[src/rtl/core/mnkp_pkg.sv]
// Package with the shared types and constants of the keymap packer.
package mnkp_pkg;

   localparam int SLOT_MAX_W = 7;
   localparam logic [3:0] NIB_NOTE_ON  = 4'h9;
   localparam logic [3:0] NIB_NOTE_OFF = 4'h8;

   typedef enum logic [1:0] {
      ARM_NONE  = 2'd0,
      ARM_SET   = 2'd1,
      ARM_CLEAR = 2'd2
   } arm_type;

   typedef enum logic [1:0] {
      OP_NOP   = 2'd0,
      OP_SET   = 2'd1,
      OP_CLEAR = 2'd2
   } op_type;

   typedef enum logic {
      BK_IDLE = 1'b0,
      BK_EMIT = 1'b1
   } back_state_type;

   typedef struct packed {
      op_type                op;
      logic [SLOT_MAX_W-1:0] slot;
      logic                  emit;
   } cmd_type;

endpackage

[src/rtl/core/mnkp_front.sv]
// Front end: decodes MIDI bytes into key update and map output commands.
module mnkp_front
   import mnkp_pkg::*;
#(
   parameter int FIRST_KEY = 21,
   parameter int OUT_BYTES = 11
) (
   input  logic       clock,
   input  logic       reset,
   input  logic       req_tvalid,
   output logic       req_tready,
   input  logic [7:0] req_tdata,
   input  logic       req_tlast,
   input  logic       queue_full,
   output logic       cmd_push,
   output cmd_type    cmd_out
);

   localparam int MAP_KEYS = OUT_BYTES * 8;

   arm_type    arm_ff;
   arm_type    arm_in;
   logic       accept;
   logic [7:0] key_ext;
   logic [7:0] key_diff;
   logic       in_range;

   assign req_tready = !queue_full;
   assign accept     = req_tvalid && req_tready;
   assign key_ext    = {1'b0, req_tdata[6:0]};
   assign key_diff   = key_ext - 8'(FIRST_KEY);
   assign in_range   = (key_ext >= 8'(FIRST_KEY)) && (key_diff < 8'(MAP_KEYS));

   always_comb begin
      arm_in = arm_ff;
      if (accept) begin
         if (req_tdata[7]) begin
            if (req_tdata[7:4] == NIB_NOTE_ON) begin
               arm_in = ARM_SET;
            end else if (req_tdata[7:4] == NIB_NOTE_OFF) begin
               arm_in = ARM_CLEAR;
            end else begin
               arm_in = ARM_NONE;
            end
         end else begin
            arm_in = ARM_NONE;
         end
      end
   end

   always_comb begin
      cmd_out.op   = OP_NOP;
      cmd_out.slot = key_diff[SLOT_MAX_W-1:0];
      cmd_out.emit = req_tlast;
      if (!req_tdata[7] && in_range) begin
         unique case (arm_ff)
            ARM_SET:   cmd_out.op = OP_SET;
            ARM_CLEAR: cmd_out.op = OP_CLEAR;
            default:   cmd_out.op = OP_NOP;
         endcase
      end
      cmd_push = accept && ((cmd_out.op != OP_NOP) || cmd_out.emit);
   end

   always_ff @(posedge clock) begin
      if (reset) begin
         arm_ff <= ARM_NONE;
      end else begin
         arm_ff <= arm_in;
      end
   end

endmodule

[src/rtl/core/mnkp_queue.sv]
// Two-entry command queue between the decoder and the map engine.
module mnkp_queue
   import mnkp_pkg::*;
(
   input  logic    clock,
   input  logic    reset,
   input  logic    push,
   input  cmd_type push_data,
   output logic    full,
   input  logic    pop,
   output logic    pop_valid,
   output cmd_type pop_data
);

   cmd_type    entry_ff [2];
   logic       wr_ptr_ff;
   logic       wr_ptr_in;
   logic       rd_ptr_ff;
   logic       rd_ptr_in;
   logic [1:0] count_ff;
   logic [1:0] count_in;
   logic       do_push;
   logic       do_pop;

   assign full      = (count_ff == 2'd2);
   assign pop_valid = (count_ff != 2'd0);
   assign pop_data  = entry_ff[rd_ptr_ff];
   assign do_push   = push && !full;
   assign do_pop    = pop && pop_valid;

   always_comb begin
      wr_ptr_in = do_push ? !wr_ptr_ff : wr_ptr_ff;
      rd_ptr_in = do_pop ? !rd_ptr_ff : rd_ptr_ff;
      count_in  = count_ff;
      if (do_push && !do_pop) begin
         count_in = count_ff + 2'd1;
      end else if (do_pop && !do_push) begin
         count_in = count_ff - 2'd1;
      end
   end

   always_ff @(posedge clock) begin
      if (reset) begin
         wr_ptr_ff <= 1'b0;
         rd_ptr_ff <= 1'b0;
         count_ff  <= 2'd0;
      end else begin
         wr_ptr_ff <= wr_ptr_in;
         rd_ptr_ff <= rd_ptr_in;
         count_ff  <= count_in;
      end
   end

   always_ff @(posedge clock) begin
      if (do_push) begin
         entry_ff[wr_ptr_ff] <= push_data;
      end
   end

endmodule

[src/rtl/core/mnkp_back.sv]
// Back end: holds the key map, applies updates and streams the packed map.
module mnkp_back
   import mnkp_pkg::*;
#(
   parameter int OUT_BYTES = 11
) (
   input  logic        clock,
   input  logic        reset,
   input  logic        cmd_valid,
   input  cmd_type     cmd_in,
   output logic        cmd_pop,
   output logic        rsp_tvalid,
   input  logic        rsp_tready,
   output logic [15:0] rsp_tdata,
   output logic        rsp_tlast
);

   localparam int GRP_W  = (OUT_BYTES > 1) ? $clog2(OUT_BYTES) : 1;
   localparam int SLOT_W = GRP_W + 3;
   localparam logic [GRP_W-1:0] LAST_GRP = GRP_W'(OUT_BYTES - 1);

   back_state_type   state_ff;
   back_state_type   state_in;
   logic [7:0]       map_ff [OUT_BYTES];
   logic [GRP_W-1:0] grp_ff;
   logic [GRP_W-1:0] grp_in;
   logic             rsp_valid_ff;
   logic             rsp_valid_in;
   logic [7:0]       led_ff;
   logic [3:0]       index_ff;
   logic             last_ff;
   logic             load;
   logic [GRP_W-1:0] wr_grp;
   logic [2:0]       wr_bit;

   assign wr_grp = cmd_in.slot[SLOT_W-1:3];
   assign wr_bit = ~cmd_in.slot[2:0];

   always_comb begin
      state_in = state_ff;
      unique case (state_ff)
         BK_IDLE: begin
            if (cmd_valid && cmd_in.emit) begin
               state_in = BK_EMIT;
            end
         end
         BK_EMIT: begin
            if (load && (grp_ff == LAST_GRP)) begin
               state_in = BK_IDLE;
            end
         end
         default: state_in = BK_IDLE;
      endcase
   end

   always_comb begin
      load         = (state_ff == BK_EMIT) && (!rsp_valid_ff || rsp_tready);
      cmd_pop      = (state_ff == BK_IDLE) && cmd_valid;
      grp_in       = grp_ff;
      if (state_ff == BK_IDLE) begin
         grp_in = '0;
      end else if (load) begin
         grp_in = grp_ff + GRP_W'(1);
      end
      rsp_valid_in = rsp_valid_ff;
      if (load) begin
         rsp_valid_in = 1'b1;
      end else if (rsp_tready) begin
         rsp_valid_in = 1'b0;
      end
   end

   always_ff @(posedge clock) begin
      if (reset) begin
         state_ff     <= BK_IDLE;
         grp_ff       <= '0;
         rsp_valid_ff <= 1'b0;
         for (int g = 0; g < OUT_BYTES; g++) begin
            map_ff[g] <= 8'h00;
         end
      end else begin
         state_ff     <= state_in;
         grp_ff       <= grp_in;
         rsp_valid_ff <= rsp_valid_in;
         if (cmd_pop) begin
            if (cmd_in.op == OP_SET) begin
               map_ff[wr_grp][wr_bit] <= 1'b1;
            end else if (cmd_in.op == OP_CLEAR) begin
               map_ff[wr_grp][wr_bit] <= 1'b0;
            end
         end
      end
   end

   always_ff @(posedge clock) begin
      if (load) begin
         led_ff   <= map_ff[grp_ff];
         index_ff <= 4'(grp_ff);
         last_ff  <= (grp_ff == LAST_GRP);
      end
   end

   assign rsp_tvalid = rsp_valid_ff;
   assign rsp_tdata  = {4'h0, index_ff, led_ff};
   assign rsp_tlast  = last_ff;

endmodule

[src/rtl/core/midi_note_keymap_packer_unit.sv]
// Top level of the MIDI note keymap packer.
//
// The req channel takes one MIDI byte per transaction in req_tdata, with
// req_tlast marking the byte that ends a message. Note-on and note-off
// status bytes arm a set or a clear; the next data byte names the key.
// When a byte with req_tlast is taken, the rsp channel returns the key map
// as OUT_BYTES transactions, one group of eight keys each, lowest key in
// bit 7 of group 0, with rsp_tlast on the final group.
// A byte is decoded in the cycle it is taken and lands in a two-entry queue.
// The map engine pops one command per cycle while it is idle, so bytes
// without req_tlast flow at one per cycle while no map dump is in progress.
// A map dump holds its engine while it takes the command and then loads
// each byte in turn into the output register, lowest group first.
// A stalled rsp channel holds the map engine; the queue then fills and
// req_tready drops. Reset clears the map, the armed note action, the
// queue and any pending response.
module midi_note_keymap_packer_unit
   import mnkp_pkg::*;
#(
   parameter int FIRST_KEY = 21,
   parameter int OUT_BYTES = 11
) (
   input  logic        clock,
   input  logic        reset,
   input  logic        req_tvalid,
   output logic        req_tready,
   input  logic [7:0]  req_tdata,  // [7:0] midi_byte
   input  logic        req_tlast,
   output logic        rsp_tvalid,
   input  logic        rsp_tready,
   output logic [15:0] rsp_tdata,  // [7:0] led_byte, [11:8] byte_index, [15:12] zero
   output logic        rsp_tlast
);

   logic    queue_full;
   logic    cmd_push;
   cmd_type push_cmd;
   logic    cmd_pop;
   logic    cmd_valid;
   cmd_type pop_cmd;

   mnkp_front #(
      .FIRST_KEY (FIRST_KEY),
      .OUT_BYTES (OUT_BYTES)
   ) u_front (
      .clock      (clock),
      .reset      (reset),
      .req_tvalid (req_tvalid),
      .req_tready (req_tready),
      .req_tdata  (req_tdata),
      .req_tlast  (req_tlast),
      .queue_full (queue_full),
      .cmd_push   (cmd_push),
      .cmd_out    (push_cmd)
   );

   mnkp_queue u_queue (
      .clock     (clock),
      .reset     (reset),
      .push      (cmd_push),
      .push_data (push_cmd),
      .full      (queue_full),
      .pop       (cmd_pop),
      .pop_valid (cmd_valid),
      .pop_data  (pop_cmd)
   );

   mnkp_back #(
      .OUT_BYTES (OUT_BYTES)
   ) u_back (
      .clock      (clock),
      .reset      (reset),
      .cmd_valid  (cmd_valid),
      .cmd_in     (pop_cmd),
      .cmd_pop    (cmd_pop),
      .rsp_tvalid (rsp_tvalid),
      .rsp_tready (rsp_tready),
      .rsp_tdata  (rsp_tdata),
      .rsp_tlast  (rsp_tlast)
   );

endmodule

[config.mk]
export PLATFORM = sky130hd
export DESIGN_NAME = midi_note_keymap_packer_unit
export DESIGN_NICKNAME = d
export VERILOG_FILES = /design/src/rtl/core/mnkp_pkg.sv /design/src/rtl/core/mnkp_front.sv /design/src/rtl/core/mnkp_queue.sv /design/src/rtl/core/mnkp_back.sv /design/src/rtl/core/midi_note_keymap_packer_unit.sv
export SDC_FILE = /design/constraint.sdc
export NUM_CORES = 1
export LEC_CHECK = 0
export BUFFER_PORTS_ARGS = -buffer_cell sky130_fd_sc_hd__buf_2
export CAP_MARGIN = 20
export CORE_UTILIZATION = 45
export DETAILED_ROUTE_END_ITERATION = 10
export GPL_TIMING_DRIVEN = 0
export PLACE_DENSITY = 0.68
export SYNTH_ARGS = -nofsm -noshare
export SYNTH_HDL_FRONTEND = slang
export SYNTH_SLANG_ARGS = --single-unit
export TNS_END_PERCENT = 10
[constraint.sdc]
create_clock -name clock -period 2.1 [get_ports clock]
set_input_delay 0.105 -clock clock [delete_from_list [all_inputs] [get_ports clock]]
set_output_delay 0.105 -clock clock [all_outputs]
set_load 0.005 [all_outputs]
# After elaboration in Yosys (flattened, before gate mapping)
# Memory sizes are Yosys's and may differ from the RTL's. A register that Yosys moved wholly into a read port is not among the register bits.
# Index checks and enable logic that the tools add are counted.
# op_classes
n_mux	40
addsub	4
bitwise_logic	10
magnitude_cmp	4
n_reduce_logical	28
eq_ne	8
# op_table
op	n
$mux 8	4
$mux 1	26
$logic_and 1x1->1	13
$eq 4x4->1 const B	3
$mux 2	6
$lt 8x7->1 const B	1
$or 1x1->1	8
$reduce_bool 2->1	4
$reduce_or 8->1	1
$sub 7x5->8 const B	1
$ge 7x5->1 const B	1
$logic_not 1->1	7
$eq 2x2->1 const B	3
$add 4x1->4 const B	1
$eq 2x1->1 const B	2
$lt 3x4->1 const B	1
$mux 4	1
$pmux 2 s2	1
$demux 1 s3	1
$ge 3x1->1 const B	1
$not 3->3	1
$add 2x1->2 const B	1
$logic_or 1x1->1	2
$pmux 1 s2	1
3 further kinds	3
# word_totals
n_memories	2
output_inout_bits	19
mem_bits_rw	108
reg_bits	17
inputBits	13
# memory_table
name	words	width	read_ports	rd_clocked_by_memory_dff	write_ports	line	source
u_back.map_ff	11	8	1	1	11	mnkp_back.sv:24	logic [7:0] map_ff [OUT_BYTES];
u_queue.entry_ff	2	10	1	1	1	mnkp_queue.sv:15	cmd_type entry_ff [2];

# Longest topological paths before layout
# Gate-level depths: netlist of run 1.
# logic_depth
depth_word	13
ltp_mapped	10

# Modules after synthesis
# Synthesis of run 1 repeated with hierarchy kept, for this count alone.
# unflattened
hier_cells	694
hier_area_um2	8788.4
# modules_own_cells
mod	n_inst	area_per_inst_um2	cells_per_inst
mnkp_back	1	7447.1	586
mnkp_queue	1	938.4	56
mnkp_front	1	402.9	52

# Worst setup path after synthesis of run 1
# Ideal clock, no wire load.
# synth_timing
kind	input to register
start	input req_tdata[0]
end	memory u_queue.entry_ff[0][0] (netlist name) (enable)
n_path_buf	0
setup_slack_ns	-0.104
setup_time_ns	0.377
cell_stages	7
arrival_time_ns	1.826
path_cell_list	inv_1 > ha_1 > nor2b_1 > o31ai_1 > a21oi_1 > o41ai_1 > nor2b_1
# synth_via
elab_chain_cells	11
# synth_rtl
item	line	source
start: declaration	midi_note_keymap_packer_unit.sv:27	input logic [7:0] req_tdata,
$sub 7x5->8	mnkp_front.sv:31	assign key_diff = key_ext - 8'(FIRST_KEY);
$lt 8x7->1	mnkp_front.sv:32	assign in_range = (key_ext >= 8'(FIRST_KEY)) && (key_diff < 8'(MAP_KEYS));
$logic_and 1x1->1 *	mnkp_front.sv:32	
$logic_and 1x1->1 *	mnkp_front.sv:55	if (!req_tdata[7] && in_range) begin
$mux 2 *	mnkp_front.sv:55	
$reduce_bool 2->1 *	mnkp_front.sv:62	cmd_push = accept && ((cmd_out.op != OP_NOP) || cmd_out.emit);
$logic_or 1x1->1 *	mnkp_front.sv:62	
$logic_and 1x1->1 *	mnkp_front.sv:62	
$logic_and 1x1->1 *	mnkp_queue.sv:28	assign do_push = push && !full;
via u_queue.do_push	mnkp_queue.sv:22	logic do_push;
$mux 1 *	mnkp_queue.sv:55	if (do_push) begin
$mux 1 (not written as such) *	mnkp_queue.sv:56	entry_ff[wr_ptr_ff] <= push_data;
end: declaration	mnkp_queue.sv:15	
# The timed path passes the listed nets; every way through them passes the cells marked *.

==> metrics, run 1 <==
outcome finished, violations left; violated checks setup timing; Avg Synthesized Cell Area 12.66 um^2; Synth Instances 706; post-synthesis async set-or-reset flop share 0; arrival time of the worst setup path 2590 ps; setup TNS -8803 ps; Synth Area in Simple Gates 0.1506; Ys Warns 0; initial antenna violation count 0; CP max-delay cell or4_4; DRC 0; Max Cap Viol 0; initial drt markers 561; adder-cell area share of the yosys netlist 0.006997; routed len/inst 22.73 um; grt ovf 0; layout cells sized above 1 0.4356; f_max 0.4369 GHz; vias per cell 5.893; Worst Path Max Fanout 10; antenna cells 0; Crit path buffers/inverters 4; CP endpoint kind flop; HP Class in2reg; Tot GR Track Use 0.2369; Largest delay share family, worst path simple AND/OR/NAND/NOR gates; post-synthesis sequential area ratio 0.5609; Vias 6459; Clk Latency, worst-skew pair 440 ps; I/O pin count 32; power per cell area 916.1 nW/um^2; Hold Path Depth 3; number of synthesized flops with an enable pin 153; crit path launch type flop; crit path time final 2289 ps; Worst path max stage delay 590 ps; Peak VDD IR 668.0 uV; WS Path Type reg2reg; Final Hold Fails 0; Routed Antenna Nets 0; Bufs on Longest Clock Path 2; largest family of logic cells by synthesized area simple AND/OR/NAND/NOR gates; fin. max-slew vios 0; Die W 143.0 um; Compound-Gate Fraction of Synth Area 0.1236; xor/xnor share of the synthesized area 0.01273; Die Footprint 20440 um^2; post-synthesis mux area share 0.09964; Pre-antenna DRT Iters 8; CP required 2400 ps; CORE AREA 19460 um^2; Final GP Congestion 0.8274; Area Growth Syn to Fin 26.59%; HPWL Detailed 15.78 mm; CTS Buf Count 17; Final setup viols 127; Setup WS post-layout -188.9 ps; Slew @ Worst Pin 683.4 ps; most frequent cell after synthesis edfxtp_1; largest net degree at the start of global routing 17; clk sink count 174; R2R depth 9; CP dominant cell by count clkbuf_16; # nets final 836; Post-Syn Area 8941 um^2; first-pass GRT wire length 34.93 mm; synth unique cells 64; crit-path cells clkbuf_16 > clkbuf_16 > nor3b_1 > a21oi_2 > buf_4 > nand2_1 > or4_4 > buf_6 > nor2_2; top cells by count, synth edfxtp_1 (153), nor2_1 (72), o21bai_1 (68); register bit count reported by yosys 174; WP depth 9; final WL 24.91 mm; vias in the first global route 6192; Leak 3.910 nW; Initial Util 0.4594; unrepaired setup endpoints after global routing true; fin crit share 1.090; clk root buf clkbuf_16; Rows 51; H-tree lvl count 4; IO buf count 26; Worst-path clk slew 70 ps; Final Core Density 0.5815; post-route clock skew 9.339 ps; largest cells by area after synthesis edfxtp_1 (51%), mux4_2 (8.1%), o21bai_1 (5.7%), dfxtp_1 (4.7%), nor2_2 (4.5%); Top FF cell, synth edfxtp_1; Die Span Y 143.0 um; Max transition margin 0.5444; Yosys top cell area share 0.5139; cell taking the most area after synthesis edfxtp_1; CTS tree built
-- stage by stage --
step	setup slack (ps)	hold WS (ps)	power, mW	instance area, um^2	std cells
after floorplan	-7.981	203.9	5.602	8955	709
after global placement	-603.5	317.5	6.083	9417	1000
after detailed placement	-632.3	330.7	6.163	9417	1000
after CTS	-91.02	12.85	9.702	10550	1052
after global routing	-215.9	45.88	10.69	11320	1096
final	-188.9	20.23	10.37	11320	1096
-- cell usage in the layout, fill, tap and decap left out, drive strengths merged, types with 8 or more instances in the layout --
cell,count
dfxtp,21
xor2,8
inv,12
mux4,32
o21bai,73
nor2,137
edfxtp,153
nand2b,8
mux2i,12
buf,125
o21ai,8
a211oi,11
clkbuf,44
nand3b,9
nor2b,14
or4,8
nand2,29
a21oi,39
-- state kept, by name, summed over array words and instances, names as in the netlist, 2 cells and up, named ones only --
signal,count
u_back.map_ff,128
u_back.index_ff,4
u_front.arm_ff,2
u_back.led_ff,8
u_queue.entry_ff,20
u_back.grp_ff,4
u_queue.count_ff,2
-- power by group --
part	internal [mW]	switching [mW]	leakage (nW)
combinational	1.25	1.57	1.94
clock	1.90	1.42	0.293
sequential	4.10	0.133	1.67
total	7.25	3.12	3.91
-- kinds of logic (layout without fill, tap and decap cells) --
family	count (synthesis)	in the layout
xor gates and xnor gates	13	13
and+or+nand+nor	242	243
buffers and inverters	72	193
AOI/OAI and AO/OA	152	152
DFF	174	174
other	1	4
muxes	47	47
adders and majority gates	5	5
-- routing by layer --
layer | up-vias | GRT usage | part of all wire
met1 | 3204 | 0.3090 | 0.39
li1 | 2821 | - | -
met4 | 0 | 0.1166 | 0.043
met5 | - | 0 | 0
met2 | 345 | 0.3838 | 0.49
met3 | 89 | 0.03924 | 0.071
-- timing repair --
action,in CTS,in global routing
setup endpoints to repair,259,256
hold endpoints to repair,4,0
cloned,1,7
setup buffers,18,37
hold buffers,2,0
resized for setup,91,95
pin swaps,8,17
-- final cells by class --
type                            count  area [um^2]
Sequential cell                   174         5027
Clock buffer                       18        429.2
Buffer                             63        574.3
Timing Repair Buffer               90        720.7
Tap cell                          265        331.6
Fill cell                        1498         8144
Multi-Input combinational cell    464         4023
Inverter                            8        30.03
Clock inverter                     14        182.7
-- path summary, 6_finish.rpt --
| path | from | end | slack (ps) |
|---|---|---|---|
| max | flop | u_back.map_ff[5][5] | -190 |
| min | req_tdata[4] | u_front.arm_ff[0] | 20 |
| min reg2reg | u_back.grp_ff[3] | u_back.index_ff[3] | 440 |
| max reg2reg | flop | u_back.map_ff[5][5] | -190 |
-- worst reg2reg max path: stages (launching register included) --
cell       delay, ps
dfxtp_4          380
clkbuf_16        150
clkbuf_16        130
nor3b_1           70
a21oi_2          220
buf_4            230
nand2_1          140
or4_4            590
buf_6            170
nor2_2            90
Note: power is estimated with default switching activity, not from simulation.
==> inputs of run 2 (changes only) <==
- CAP_MARGIN: 20 -> 40
- PLACE_DENSITY: 0.68 -> 0.66
- clock period: 2.1 -> 2.7 ns (I/O delays scaled with it)
==> metrics, run 2 (synthesis results as in run 1) <==
outcome finished clean; CP max-delay cell a21oi_1; Largest delay share family, worst path compound AO/OA/AOI/OAI gates; arrival time of the worst setup path 2760 ps; biggest regs u_back.map_ff: 128 flops, u_queue.entry_ff: 20 flops, u_back.led_ff: 8 flops; fin crit share 0.9485; crit path time final 2561 ps; Rows 51; Filler cells 1673; crit-path cells o21bai_1 > or2_0 > buf_2 > nor2_2 > a21oi_1 > buf_2 > o21bai_1; Max transition margin 0.4377; CP required 2900 ps; CTS Buf Count 17; I/O pin count 32; Reg area 5015 um^2; Final Hold Fails 0; f_max 0.3905 GHz; HP Class in2reg; unrepaired setup endpoints after global routing false; most common cell after layout, fill and taps aside edfxtp_1; Worst Path Max Fanout 10; Final setup viols 0; Die Footprint 20440 um^2; # nets final 773; Bufs on Longest Clock Path 2; Die W 143.0 um; initial antenna violation count 0; internal reg-to-reg setup slack 140 ps; IO buf count 26; Routed Antenna Nets 0; Worst-path clk slew 70 ps; grt ovf 0; clk root buf clkbuf_16; P_int 5.133 mW; postcts setup bufs 0; first-pass GRT wire length 34.03 mm; Leak 3.255 nW; Worst path max stage delay 550 ps; layout cells sized above 1 0.2995; power per cell area 719.8 nW/um^2; Comb power frac 0.206; final WL 21.99 mm; DRC 0; routed len/inst 21.29 um; Vias 5983; Initial Util 0.4594; initial drt markers 493; H-tree lvl count 4; CTS tree built; Clk Latency, worst-skew pair 450 ps; vias in the first global route 6036; pre-CTS WS -82.15 ps; Pre-antenna DRT Iters 6; fin. max-slew vios 0; Flop pwr share 0.453; Crit path buffers/inverters 2; vias per cell 5.792; Area Growth Syn to Fin 12.09%; Die Span Y 143.0 um; clk sink count 174; CORE AREA 19460 um^2; largest net degree at the start of global routing 17; HPWL Detailed 15.70 mm; Non-Filler Instances 1033; Slew @ Worst Pin 840.9 ps; placed cells 1000; clock group share of total power 0.341; multi-input logic area 3545 um^2; Peak VDD IR 495.8 uV; sw frac 0.2885; WS Path Type reg2reg; CP endpoint kind flop; Max Cap Viol 0; post-route clock skew 16.31 ps; Tot GR Track Use 0.2315; crit path launch type flop; sw power 2.081 mW; register bank with the most flops u_back.map_ff; Setup WS post-layout 139.2 ps; Final GP Congestion 0.8564; most frequent cells in the layout edfxtp_1 (153), nor2_1 (72), o21bai_1 (68); antenna cells 0; Largest register FFs 128
run 2: cell types whose count changed in the layout (fill, tap and decap cells not counted), moves of 7 or more:
| cell | before | now |
|---|---|---|
| buf_8 | 11 | 1 |
| buf_6 | 26 | 7 |
| a21oi_4 | 12 | 1 |
| nor2_2 | 73 | 64 |
| nand2_1 | 15 | 25 |
| nand2_4 | 7 | 0 |
| nor2_1 | 60 | 72 |
| buf_2 | 30 | 47 |
| a21oi_1 | 21 | 29 |
| buf_4 | 55 | 12 |
run 2: power by group through the flow:
stage	clock network, mW	registers, mW	logic (mW)
final	2.46	3.27	1.49
after global routing	2.56	3.29	1.61
after CTS	2.47	3.26	1.48
after detailed placement	0	3.32	1.47
after global placement	0	3.31	1.43
after floorplan	0	3.30	1.05
run 2: final timing paths:
path / from / endpoint / cells past startpoint
max reg2reg: u_back.state_ff / u_back.map_ff[0][3] / 7
min: req_tdata[0] / u_queue.entry_ff[1][1] / 2
max: u_back.state_ff / u_back.map_ff[0][3] / 7
min reg2reg: u_back.grp_ff[3] / u_back.index_ff[3] / 0
run 2: stage by stage:
stage | power [mW] | TNS (ps) | util | hold slack [ps] | instance area [um^2]
6_report | 7.214 | 0 | 0.5149 | 12.74 | 10020
5_1_grt | 7.452 | 0 | 0.5149 | 43.96 | 10020
4_1_cts | 7.209 | 0 | 0.5142 | 14.95 | 10010
3_5_place_dp | 4.792 | -838.9 | 0.4837 | 364.8 | 9414
3_3_place_gp | 4.736 | -434.2 | 0.4837 | 348.5 | 9414
2_1_floorplan | 4.356 | 0 | - | 233.9 | 8952
run 2: final cells by class:
cell class / count / area share
buffer: 64 / 0.03783
clock buffer: 20 / 0.04457
clock inverter: 12 / 0.01348
inverter: 8 / 0.002996
multi-input combinational: 463 / 0.3537
sequential: 174 / 0.5004
tap: 265 / 0.03308
timing repair buffer: 27 / 0.01398
run 2: worst reg2reg max path, cell delays in order (launching register included):
cell      delay, ps
dfxtp_1         490
o21bai_1        250
or2_0           150
buf_2           220
nor2_2          130
a21oi_1         550
buf_2           390
o21bai_1        130
run 2: routing by layer:
layer  global-route usage  routed length [um]  vias to the layer above
met5                    0                   0                        -
li1                     -                   -                     2700
met4               0.1098                 851                        0
met2               0.3838               10630                      272
met1               0.2932                8869                     2961
met3              0.04225                1639                       50
run 2: timing repair:
item	CTS	global route
hold buffers	1	0
resized for setup	1	4
hold endpoints to repair	2	0
endpoints found under the setup margin	1	31
